===== src/rtl/pal_pkg.sv =====
// Package for the positional array list: sizes, op and status codes,
// and word fitting helpers. No dependencies.
`default_nettype none

package pal_pkg;

  localparam int DEPTH     = 64;
  localparam int WORD_BITS = 32;

  // Port widths fixed by the interface
  localparam int OP_W       = 3;
  localparam int POS_W      = 7;
  localparam int VAL_W      = 32;
  localparam int ST_W       = 2;
  localparam int LEN_PORT_W = 7;

  localparam int ADDR_W = $clog2(DEPTH);
  localparam int CNT_W  = $clog2(DEPTH + 1);
  localparam int CMP_W  = ((POS_W > CNT_W) ? POS_W : CNT_W) + 1;

  localparam logic [OP_W-1:0] OP_APPEND = 3'd0;
  localparam logic [OP_W-1:0] OP_INSERT = 3'd1;
  localparam logic [OP_W-1:0] OP_DELPOS = 3'd2;
  localparam logic [OP_W-1:0] OP_DELVAL = 3'd3;
  localparam logic [OP_W-1:0] OP_READ   = 3'd4;
  localparam logic [OP_W-1:0] OP_CLEAR  = 3'd5;

  localparam logic [ST_W-1:0] ST_OK       = 2'd0;
  localparam logic [ST_W-1:0] ST_RANGE    = 2'd1;
  localparam logic [ST_W-1:0] ST_FULL     = 2'd2;
  localparam logic [ST_W-1:0] ST_NOTFOUND = 2'd3;

  // Sign-extend the input value, keep the low WORD_BITS bits
  function automatic logic [WORD_BITS-1:0] fit_word(input logic signed [VAL_W-1:0] v);
    logic [63:0] x;
    x = {{(64-VAL_W){v[VAL_W-1]}}, v};
    return x[WORD_BITS-1:0];
  endfunction

  // Stored word zero-extended or truncated to the element port
  function automatic logic [VAL_W-1:0] to_elem(input logic [WORD_BITS-1:0] w);
    logic [63:0] x;
    x = 64'(w);
    return x[VAL_W-1:0];
  endfunction

  function automatic logic [LEN_PORT_W-1:0] to_len(input logic [CNT_W-1:0] c);
    logic [CNT_W+LEN_PORT_W-1:0] x;
    x = {{LEN_PORT_W{1'b0}}, c};
    return x[LEN_PORT_W-1:0];
  endfunction

endpackage

`default_nettype wire


===== src/rtl/pal_ram.sv =====
// Generic single-write, single-read synchronous RAM with registered read.
// No dependencies.
`default_nettype none

module pal_ram #(
  parameter int WIDTH = 32,
  parameter int DEPTH = 64
) (
  input  logic                     clk_i,
  input  logic                     we_i,
  input  logic [$clog2(DEPTH)-1:0] waddr_i,
  input  logic [WIDTH-1:0]         wdata_i,
  input  logic                     re_i,
  input  logic [$clog2(DEPTH)-1:0] raddr_i,
  output logic [WIDTH-1:0]         rdata_o
);

  logic [WIDTH-1:0] mem_q [DEPTH];
  logic [WIDTH-1:0] rdata_q;

  always_ff @(posedge clk_i) begin
    if (we_i) begin
      mem_q[waddr_i] <= wdata_i;
    end
    if (re_i) begin
      rdata_q <= mem_q[raddr_i];
    end
  end

  assign rdata_o = rdata_q;

endmodule

`default_nettype wire


===== src/rtl/positional_array_list.sv =====
// Positional array list: ordered signed words in one synchronous RAM.
// Append, clear, tail insert, refused items, spare codes and delete-by-value on an empty
// list go straight to the result; read, insert at p, delete at p and delete-by-value
// scan the RAM (delete-by-value does one RAM read per entry).
// One item at a time: the input stalls from accept until the result is loaded, longer
// while the output stalls. Reset clears the length and handshakes, not the RAM.
`default_nettype none

module positional_array_list (
  input  logic                                 clk_i,
  input  logic                                 rst_ni,
  input  logic                                 in_valid_i,
  output logic                                 in_stall_o,
  input  logic [pal_pkg::OP_W-1:0]             op_i,
  input  logic [pal_pkg::POS_W-1:0]            position_i,
  input  logic signed [pal_pkg::VAL_W-1:0]     value_i,
  output logic                                 out_valid_o,
  input  logic                                 out_stall_i,
  output logic signed [pal_pkg::VAL_W-1:0]     element_o,
  output logic [pal_pkg::ST_W-1:0]             status_o,
  output logic [pal_pkg::LEN_PORT_W-1:0]       removed_count_o,
  output logic [pal_pkg::LEN_PORT_W-1:0]       list_length_o,
  output logic                                 is_empty_o,
  output logic                                 is_full_o
);

  import pal_pkg::*;

  localparam logic [1:0] S_IDLE  = 2'd0;
  localparam logic [1:0] S_SCAN  = 2'd1;
  localparam logic [1:0] S_WRITE = 2'd2;
  localparam logic [1:0] S_DONE  = 2'd3;

  logic [1:0]           st_q, st_d;
  logic [CNT_W-1:0]     cnt_q, cnt_d;
  logic                 more_q, more_d;
  logic                 rv_q, rv_d;
  logic                 out_vld_q;

  logic [OP_W-1:0]      op_q, op_d;
  logic [ADDR_W-1:0]    pos_q, pos_d;
  logic [WORD_BITS-1:0] val_q, val_d;
  logic [ADDR_W-1:0]    rd_q, rd_d;
  logic [ADDR_W-1:0]    end_q, end_d;
  logic [ADDR_W-1:0]    ri_q, ri_d;
  logic [CNT_W-1:0]     wr_q, wr_d;
  logic [WORD_BITS-1:0] elem_q, elem_d;
  logic [ST_W-1:0]      stat_q, stat_d;
  logic [CNT_W-1:0]     rem_q, rem_d;

  logic                 we;
  logic [ADDR_W-1:0]    waddr;
  logic [WORD_BITS-1:0] wdata;
  logic                 re;
  logic [ADDR_W-1:0]    raddr;
  logic [WORD_BITS-1:0] rdata;

  logic [CMP_W-1:0]     pos_ext, cnt_ext, pm1;
  logic [CNT_W-1:0]     cm1;
  logic [ADDR_W-1:0]    pidx, cidx;
  logic                 full;
  logic                 out_load;

  assign pos_ext  = CMP_W'(position_i);
  assign cnt_ext  = CMP_W'(cnt_q);
  assign pm1      = pos_ext - 1'b1;
  assign cm1      = cnt_q - 1'b1;
  assign pidx     = pm1[ADDR_W-1:0];
  assign cidx     = cm1[ADDR_W-1:0];
  assign full     = (cnt_q == CNT_W'(DEPTH));
  assign out_load = (st_q == S_DONE) && (!out_vld_q || !out_stall_i);

  assign in_stall_o = (st_q != S_IDLE);

  pal_ram #(
    .WIDTH(WORD_BITS),
    .DEPTH(DEPTH)
  ) u_pal_ram (
    .clk_i  (clk_i),
    .we_i   (we),
    .waddr_i(waddr),
    .wdata_i(wdata),
    .re_i   (re),
    .raddr_i(raddr),
    .rdata_o(rdata)
  );

  // Moves stream through the RAM: read one entry per cycle, write it back in the next
  // cycle. Writes always land behind the read pointer, so no address is read and
  // written in the same cycle.
  always_comb begin
    st_d   = st_q;
    cnt_d  = cnt_q;
    more_d = more_q;
    rv_d   = 1'b0;
    op_d   = op_q;
    pos_d  = pos_q;
    val_d  = val_q;
    rd_d   = rd_q;
    end_d  = end_q;
    ri_d   = ri_q;
    wr_d   = wr_q;
    elem_d = elem_q;
    stat_d = stat_q;
    rem_d  = rem_q;
    we     = 1'b0;
    waddr  = '0;
    wdata  = '0;
    re     = 1'b0;
    raddr  = rd_q;

    case (st_q)
      S_IDLE: begin
        if (in_valid_i) begin
          op_d   = op_i;
          val_d  = fit_word(value_i);
          elem_d = '0;
          stat_d = ST_OK;
          rem_d  = '0;
          st_d   = S_DONE;
          case (op_i)
            OP_APPEND: begin
              if (full) begin
                stat_d = ST_FULL;
              end else begin
                we    = 1'b1;
                waddr = cnt_q[ADDR_W-1:0];
                wdata = fit_word(value_i);
                cnt_d = cnt_q + 1'b1;
              end
            end
            OP_INSERT: begin
              if (pos_ext == '0 || pos_ext > cnt_ext + 1'b1) begin
                stat_d = ST_RANGE;
              end else if (full) begin
                stat_d = ST_FULL;
              end else if (pos_ext == cnt_ext + 1'b1) begin
                // insert at the tail: nothing to move
                we    = 1'b1;
                waddr = cnt_q[ADDR_W-1:0];
                wdata = fit_word(value_i);
                cnt_d = cnt_q + 1'b1;
              end else begin
                pos_d  = pidx;
                rd_d   = cidx;
                end_d  = pidx;
                more_d = 1'b1;
                st_d   = S_SCAN;
              end
            end
            OP_DELPOS: begin
              if (pos_ext == '0 || pos_ext > cnt_ext) begin
                stat_d = ST_RANGE;
              end else begin
                pos_d  = pidx;
                rd_d   = pidx;
                end_d  = cidx;
                more_d = 1'b1;
                st_d   = S_SCAN;
              end
            end
            OP_DELVAL: begin
              if (cnt_q == '0) begin
                stat_d = ST_NOTFOUND;
              end else begin
                rd_d   = '0;
                end_d  = cidx;
                wr_d   = '0;
                more_d = 1'b1;
                st_d   = S_SCAN;
              end
            end
            OP_READ: begin
              if (pos_ext == '0 || pos_ext > cnt_ext) begin
                stat_d = ST_RANGE;
              end else begin
                rd_d   = pidx;
                end_d  = pidx;
                more_d = 1'b1;
                st_d   = S_SCAN;
              end
            end
            OP_CLEAR: begin
              cnt_d = '0;
            end
            default: ;
          endcase
        end
      end

      S_SCAN: begin
        if (more_q) begin
          re    = 1'b1;
          raddr = rd_q;
          rv_d  = 1'b1;
          ri_d  = rd_q;
          if (rd_q == end_q) begin
            more_d = 1'b0;
          end else if (op_q == OP_INSERT) begin
            rd_d = rd_q - 1'b1;
          end else begin
            rd_d = rd_q + 1'b1;
          end
        end

        if (rv_q) begin
          case (op_q)
            OP_INSERT: begin
              we    = 1'b1;
              waddr = ri_q + 1'b1;
              wdata = rdata;
            end
            OP_DELPOS: begin
              if (ri_q == pos_q) begin
                elem_d = rdata;
              end else begin
                we    = 1'b1;
                waddr = ri_q - 1'b1;
                wdata = rdata;
              end
            end
            OP_DELVAL: begin
              // compact the survivors toward the head
              if (rdata != val_q) begin
                we    = 1'b1;
                waddr = wr_q[ADDR_W-1:0];
                wdata = rdata;
                wr_d  = wr_q + 1'b1;
              end
            end
            OP_READ: begin
              elem_d = rdata;
            end
            default: ;
          endcase
        end

        if (!more_q && !rv_q) begin
          st_d = S_DONE;
          case (op_q)
            OP_INSERT: st_d = S_WRITE;
            OP_DELPOS: cnt_d = cnt_q - 1'b1;
            OP_DELVAL: begin
              cnt_d  = wr_q;
              rem_d  = cnt_q - wr_q;
              stat_d = (wr_q == cnt_q) ? ST_NOTFOUND : ST_OK;
            end
            default: ;
          endcase
        end
      end

      S_WRITE: begin
        we    = 1'b1;
        waddr = pos_q;
        wdata = val_q;
        cnt_d = cnt_q + 1'b1;
        st_d  = S_DONE;
      end

      S_DONE: begin
        if (out_load) begin
          st_d = S_IDLE;
        end
      end

      default: st_d = S_IDLE;
    endcase
  end

  always_ff @(posedge clk_i or negedge rst_ni) begin
    if (!rst_ni) begin
      st_q      <= S_IDLE;
      cnt_q     <= '0;
      more_q    <= 1'b0;
      rv_q      <= 1'b0;
      out_vld_q <= 1'b0;
    end else begin
      st_q   <= st_d;
      cnt_q  <= cnt_d;
      more_q <= more_d;
      rv_q   <= rv_d;
      if (out_load) begin
        out_vld_q <= 1'b1;
      end else if (!out_stall_i) begin
        out_vld_q <= 1'b0;
      end
    end
  end

  always_ff @(posedge clk_i) begin
    op_q   <= op_d;
    pos_q  <= pos_d;
    val_q  <= val_d;
    rd_q   <= rd_d;
    end_q  <= end_d;
    ri_q   <= ri_d;
    wr_q   <= wr_d;
    elem_q <= elem_d;
    stat_q <= stat_d;
    rem_q  <= rem_d;
    if (out_load) begin
      element_o       <= to_elem(elem_q);
      status_o        <= stat_q;
      removed_count_o <= to_len(rem_q);
      list_length_o   <= to_len(cnt_q);
      is_empty_o      <= (cnt_q == '0);
      is_full_o       <= full;
    end
  end

  assign out_valid_o = out_vld_q;

endmodule

`default_nettype wire


===== config.mk =====
export PLATFORM = sky130hd
export DESIGN_NAME = positional_array_list
export DESIGN_NICKNAME = d
export VERILOG_FILES = /design/src/rtl/pal_pkg.sv /design/src/rtl/pal_ram.sv /design/src/rtl/positional_array_list.sv
export SDC_FILE = /design/constraint.sdc
export NUM_CORES = 2
export LEC_CHECK = 0
export BUFFER_PORTS_ARGS = -buffer_cell sky130_fd_sc_hd__buf_2
export CORE_UTILIZATION = 60
export CTS_CLUSTER_DIAMETER = 200
export DETAILED_ROUTE_END_ITERATION = 8
export GPL_TIMING_DRIVEN = 0
export HOLD_SLACK_MARGIN = 0.1
export MAX_ROUTING_LAYER = met4
export PLACE_DENSITY = 0.82
export SETUP_SLACK_MARGIN = 0.5
export SLEW_MARGIN = 20
export SYNTH_ARGS = -nofsm -noshare
export SYNTH_HDL_FRONTEND = slang
export SYNTH_SLANG_ARGS = --single-unit

===== constraint.sdc =====
create_clock -name clk_i -period 9 [get_ports clk_i]
set_clock_uncertainty 0.05 [all_clocks]
set_input_delay 0.9 -clock clk_i [delete_from_list [all_inputs] [get_ports clk_i]]
set_output_delay 0.9 -clock clk_i [all_outputs]
set_load 0.005 [all_outputs]

Yosys cells after proc, flatten, opt, wreduce, memory -nomap -nowiden
Memory sizes are Yosys's and may differ from the RTL's. A register that Yosys moved wholly into a read port is not among the register bits.
Index checks and enable logic that the tools add are counted.
{"block": "word_totals", "elab_cells": 224, "reg_bits": 169, "mem_count": 1, "ramBits": 2048, "input_bits": 46}
{"memory": "u_pal_ram.mem_q", "depth": 64, "word_bits": 32, "rd": 1, "rd_ports_with_merged_regs": 1, "wr": 1, "line": "pal_ram.sv:18", "text": "logic [WIDTH-1:0] mem_q [DEPTH];"}
{"block": "classes", "n_lt_le_gt_ge": 2, "n_eq_ne": 47, "add_sub_neg": 10, "reduce_logical": 30, "muxes": 113}
{"operator": "two-way mux 32 bit", "count": 11}
{"operator": "one-hot mux 32 bit (2 select lines)", "count": 3}
{"operator": "one-hot mux 32 bit (3 select lines)", "count": 2}
{"operator": "two-way mux 6 bit", "count": 22}
{"operator": "two-way mux 7 bit", "count": 15}
{"operator": "one-hot mux 6 bit (3 select lines)", "count": 3}
{"operator": "one-hot mux 7 bit (2 select lines)", "count": 3}
{"operator": "one-hot mux 7 bit (3 select lines)", "count": 2}
{"operator": "one-hot mux 6 bit (2 select lines)", "count": 3}
{"operator": "inequality test 32 bit", "count": 1}
{"operator": "two-way mux 2 bit", "count": 15}
{"operator": "inequality test 2 bit, second input constant", "count": 15}
{"operator": "two-way mux 1 bit", "count": 24}
{"operator": "inequality test 3 bit, second input constant", "count": 8}
{"operator": "one-hot mux 6 bit (4 select lines)", "count": 1}
{"operator": "AND reduction 9 bit", "count": 2}
{"operator": "subtractor 6 x 1 -> 6 bit, second input constant", "count": 3}
{"operator": "one-hot mux 2 bit (4 select lines)", "count": 2}
{"operator": "adder 7 x 1 -> 7 bit, second input constant", "count": 2}
{"operator": "AND reduction 7 bit", "count": 2}
{"operator": "adder 6 x 1 -> 6 bit, second input constant", "count": 2}
{"operator": "equality test 3 x 2 -> 1 bit, second input constant", "count": 4}
{"operator": "equality test 6 bit", "count": 2}
{"operator": "AND reduction 10 bit", "count": 1}
{"operator": "other kinds (37)", "count": 54}

Longest topological paths before layout
{"block": "depth", "ltp_word": 10, "depth_mapped": 13, "mapped_depth_nobuf": 12}

By module
From an unflattened synthesis, not the netlist that was laid out.
{"block": "unflattened", "hier_cells": 4281, "hier_area_um2": 88344.7}
{"module": "pal_ram", "area_per_inst_um2": 79359.9, "seq_area_each_um2": 62459.9, "cells_per_inst": 3511, "n_inst": 1}
{"module": "positional_array_list", "area_per_inst_um2": 8984.9, "seq_area_each_um2": 5014.8, "cells_per_inst": 770, "n_inst": 1}

Worst setup path after synthesis
OpenSTA, ideal clock, no wires.
{"block": "synth_path", "kind": "flip-flop to flip-flop", "startpoint": "reg st_q[0]", "endpoint": "mem u_pal_ram.mem_q[11][0] (enable)", "n_path_buf": 2, "path_slack_ns": 2.890, "t_arrival_ns": 5.599, "stages_incl_launch_ff": 11, "synth_period_minus_slack_ns": 6.110, "cell_sequence": "dfrtp_1 > inv_1 > ha_1 > clkbuf_1 > and2_1 > nand2_1 > nor3_4 > a221oi_1 > or4_1 > buf_2 > nor3_1"}
{"block": "synth_between", "elab_chain_len": 4}
{"element": "start: declaration", "line": "positional_array_list.sv:34", "text": "logic [1:0] st_q, st_d;"}
{"element": "start signal: assignment", "line": "positional_array_list.sv:279", "text": "st_q <= st_d;"}
{"element": "equality test 2 bit, or another cell as far along", "line": "positional_array_list.sv:112", "text": "case (st_q)"}
{"element": "one-hot mux 1 bit (3 select lines)", "line": "positional_array_list.sv:112"}
{"element": "two-way mux 1 bit", "line": "pal_ram.sv:22", "text": "if (we_i) begin"}
{"element": "two-way mux 1 bit (implied by the code)", "line": "pal_ram.sv:23", "text": "mem_q[waddr_i] <= wdata_i;"}
{"element": "end: declaration", "line": "pal_ram.sv:18"}
Parallel ways exist; a longest one is shown, timed or not.

Worst setup path after layout
{"block": "layout_path", "startpoint": "reg cnt_q[1]", "endpoint": "mem u_pal_ram.mem_q[21][15] (enable)"}
{"block": "layout_between", "elab_chain_len": 10}
{"element": "start: declaration", "line": "positional_array_list.sv:35", "text": "logic [CNT_W-1:0] cnt_q, cnt_d;"}
{"element": "start signal: assignment", "line": "positional_array_list.sv:280", "text": "cnt_q <= cnt_d;"}
{"element": "branches (longest 10 deep; another with adder 7 x 1 -> 8 bit)"}
Several ways; the timed one is not identified.

==> impl_metrics.py <==
metrics = {
    "routing": {
        "routed_wl_um": 281000,
        "route.detailed.drc": 0,
        "dr.pass1.iters": 9,
        "vias": 49900,
        "avgRoutedWirePerCell_um": 42.8,
        "final_antenna_net_count": 0,
        "vias_per_cell": 7.60,
        "drt_iter0_markers": 9860,
    },
    "logic_synthesis": {
        "synthTopCellsByCount": "2,237 x edfxtp_1, 660 x mux4_2, 114 x clkbuf_1",
        "yosysTopAreaCell": "edfxtp_1",
        "yosysWarnings": 0,
        "syn_area_per_cell_um2": 23.0,
        "syn_nets": 3906,
        "syn_inst": 3823,
        "synth_cell_types": 76,
        "synth_area_leaders": "edfxtp_1 76%, mux4_2 17%, ha_1 0.50%",
        "yosysMostFrequentCell": "edfxtp_1",
        "synth.top_cell.area_share_pct": 76.4,
        "netlist_area_mm2": 0.0880,
        "synth_edf_count": 2237,
        "synth_seq_area_share_pct": 76.7,
        "ys_ff_latch": 2249,
        "ys_async_sr_fraction_pct": 0.534,
        "ys.flop_type": "edfxtp_1",
    },
    "power_and_ir_drop": {
        "clockPowerShare_pct": 26.3,
        "p_int_mw": 22.5,
        "p_seq_share_pct": 39.2,
        "pwr-share-comb_pct": 34.5,
        "ir_worst_vdd_mv": 0.265,
        "leakagePower_nw": 33.2,
        "pwr_density_cell_mw_per_mm2": 334,
        "swShare_pct": 34.3,
        "p_switching_mw": 11.7,
    },
    "placed_design": {
        "post-place-ws_ns": 2.71,
        "gp_congestion": 0.972,
        "dp_hpwl_um": 175000,
        "io_buffer_count": 97,
    },
    "setup_path": {
        "path_cells": "clkbuf_1 -> inv_1 -> ha_1 -> inv_1 -> ha_1 -> nand2_1 -> or3_4 -> o31a_2 -> nor2_1 -> a221oi_1 -> buf_2 -> nand3_1 -> nor3_2 -> buf_4 -> buf_4 -> buf_4",
        "critPathCaptureType": "flop",
        "cp.arrival_ns": 7.32,
        "crit_path_frequent_cell": "buf_4",
        "critPathSlowestCell": "a221oi_1",
        "cp_num_buf_inv": 7,
        "r2r-start": "cnt_q[1]",
        "crit_path_max_incr_delay_ns": 0.98,
        "cp.required_ns": 9.50,
        "critPathLaunch": "cnt_q[1]",
        "path_class": "reg2reg",
        "start_kind": "flop",
        "cp_max_fo": 10,
        "cp_top_family": "buffers and inverters",
    },
    "hold_path": {
        "hold_class": "in2reg",
        "min_from": "value_i[10]",
    },
    "die": {
        "core_mm2": 0.146,
        "initial_utilization_pct": 60.4,
        "rows": 140,
        "dieArea_mm2": 0.148,
        "dieWidth_um": 385,
        "die_h_um": 385,
        "ioPinCount": 98,
    },
    "layout": {
        "final_util_pct": 70.4,
        "nNetsFinal": 4550,
        "area_delta_synth_final_pct": 16.5,
        "drive_above_1_share_pct": 35.2,
    },
    "clock_tree": {
        "tritoncts": "yes",
        "htree_levels": 4,
        "clk_pin_slew_ns": 0.06,
        "cts_inserted_buffers": 210,
        "ctsResizeCount": 0,
        "clock_latency_ns": 0.89,
        "clock-root-buffer": "clkbuf_16",
        "clock_sinks": 2249,
        "clk_path_buf_depth": 3,
    },
    "timing": {
        "slew_viol_final": 0,
        "fin_crit_ns": 6.82,
        "max_freq_mhz": 147,
        "maxSlewHeadroom_pct": 11.3,
        "worst_slew_pin_slew_ns": 1.33,
        "rsz0062_at_grt": "no",
        "finalCritPeriodShare_pct": 75.7,
        "worst_slack_ns": 2.18,
        "setup_viol": 0,
        "hold_viol": 0,
    },
    "global_routing": {
        "antenna_found_initial": 22,
        "grt_use_total_pct": 39.7,
        "grt_max_degree": 38,
        "grt_pass1_wl_um": 384000,
        "grt_pass1_vias": 48600,
        "overflow": 0,
    },
    "job": {
        "drv_cap": 0,
    },
    "status": {
        "outcome": "complete, no violations",
    },
}
[cell families after synthesis]
logic type	share of synthesized area (%)
AOI/OAI and AO/OA	1.60
xor gates and xnor gates	0.765
adders and majority gates	0.543
buffers and inverters	1.08
DFF	76.7
muxes	17.3
and+or+nand+nor	2.01
[metrics by stage]
stage / power [mW] / cell area (um2) / hold WS (ns) / setup TNS [ns] / std cells
4_1_cts: 33.7 / 102000 / 0.195 / 0 / 6547
5_1_grt: 34.6 / 102000 / 0.211 / 0 / 6568
2_1_floorplan: 19.8 / 88000 / 0.350 / 0 / 3823
3_3_place_gp: 23.6 / 90800 / 0.352 / -1706.64 / 5837
3_5_place_dp: 24.5 / 95500 / 0.355 / 0 / 6167
6_report: 34.2 / 102000 / 0.224 / 0 / 6574
[what timing repair did]
item | in CTS | in global routing
setup endpoints to repair | 0 | 0
hold buffers | 1 | 0
setup buffers | 0 | 0
endpoints found under the hold margin | 12 | 0
[state kept, by name (all words and copies together) (netlist names)]
signal and flops:
u_pal_ram.rdata_o 32, elem_q 32, st_q 2, op_q 3, status_o 2, pos_q 6, wr_q 7, rv_q 1
val_q 32, removed_count_o 7, element_o 32, end_q 6, stat_q 2, is_full_o 1, ri_q 6, rd_q 6
cnt_q 7, rem_q 7, more_q 1, list_length_o 7, is_empty_o 1, u_pal_ram.mem_q 2048, out_valid_o 1
[power groups by stage]
stage / Clock, mW / Sequential (mW) / Combinational (mW)
after global routing: 9.33 / 13.4 / 11.9
after global placement: 0 / 13.8 / 9.82
after CTS: 8.95 / 13.4 / 11.3
after floorplan: 0 / 13.6 / 6.25
final: 8.99 / 13.4 / 11.8
after detailed placement: 0 / 13.6 / 10.9
[layout by cell type, fill, tap and decap left out, types with 44 or more instances in the layout]
master     netlist  layout
xor2_1          45      45
buf_4            3     200
nand2_1         75      75
nor3_2           7      49
edfxtp_1      2237    2237
clkbuf_1       114     131
buf_6            1      53
clkinv_2         1      44
mux4_2         660     660
buf_2           45     150
clkbuf_16        0     217
[final timing paths]
kind                                                 to  slack (ns)  cells past startpoint
worst min register to register            element_o[31]        0.37                      0
worst max-delay path            u_pal_ram.mem_q[21][15]        2.18                     16
max in group asynchronous                      cnt_q[2]        8.18                      2
worst max register to register  u_pal_ram.mem_q[21][15]        2.18                     16
worst min-delay path                          val_q[10]        0.22                      1
min in group asynchronous                        more_q        0.44                      2
[routing by layer]
metal,wire (um),GRT usage (%)
met5,0,-
met4,22700,24.1
met3,42600,13.0
met2,128000,57.7
met1,87700,48.9
[area by class of cell]
class	instances	area, um2
Clock inverter	125	1200
Tap cell	1917	2400
Antenna cell	23	57.6
Inverter	35	133
Buffer	197	867
Clock buffer	254	5580
Multi-Input combinational cell	1342	20300
Timing Repair Buffer	432	4460
Fill cell	7773	43100
Sequential cell	2249	67500
(Power assumes the default switching activity.)
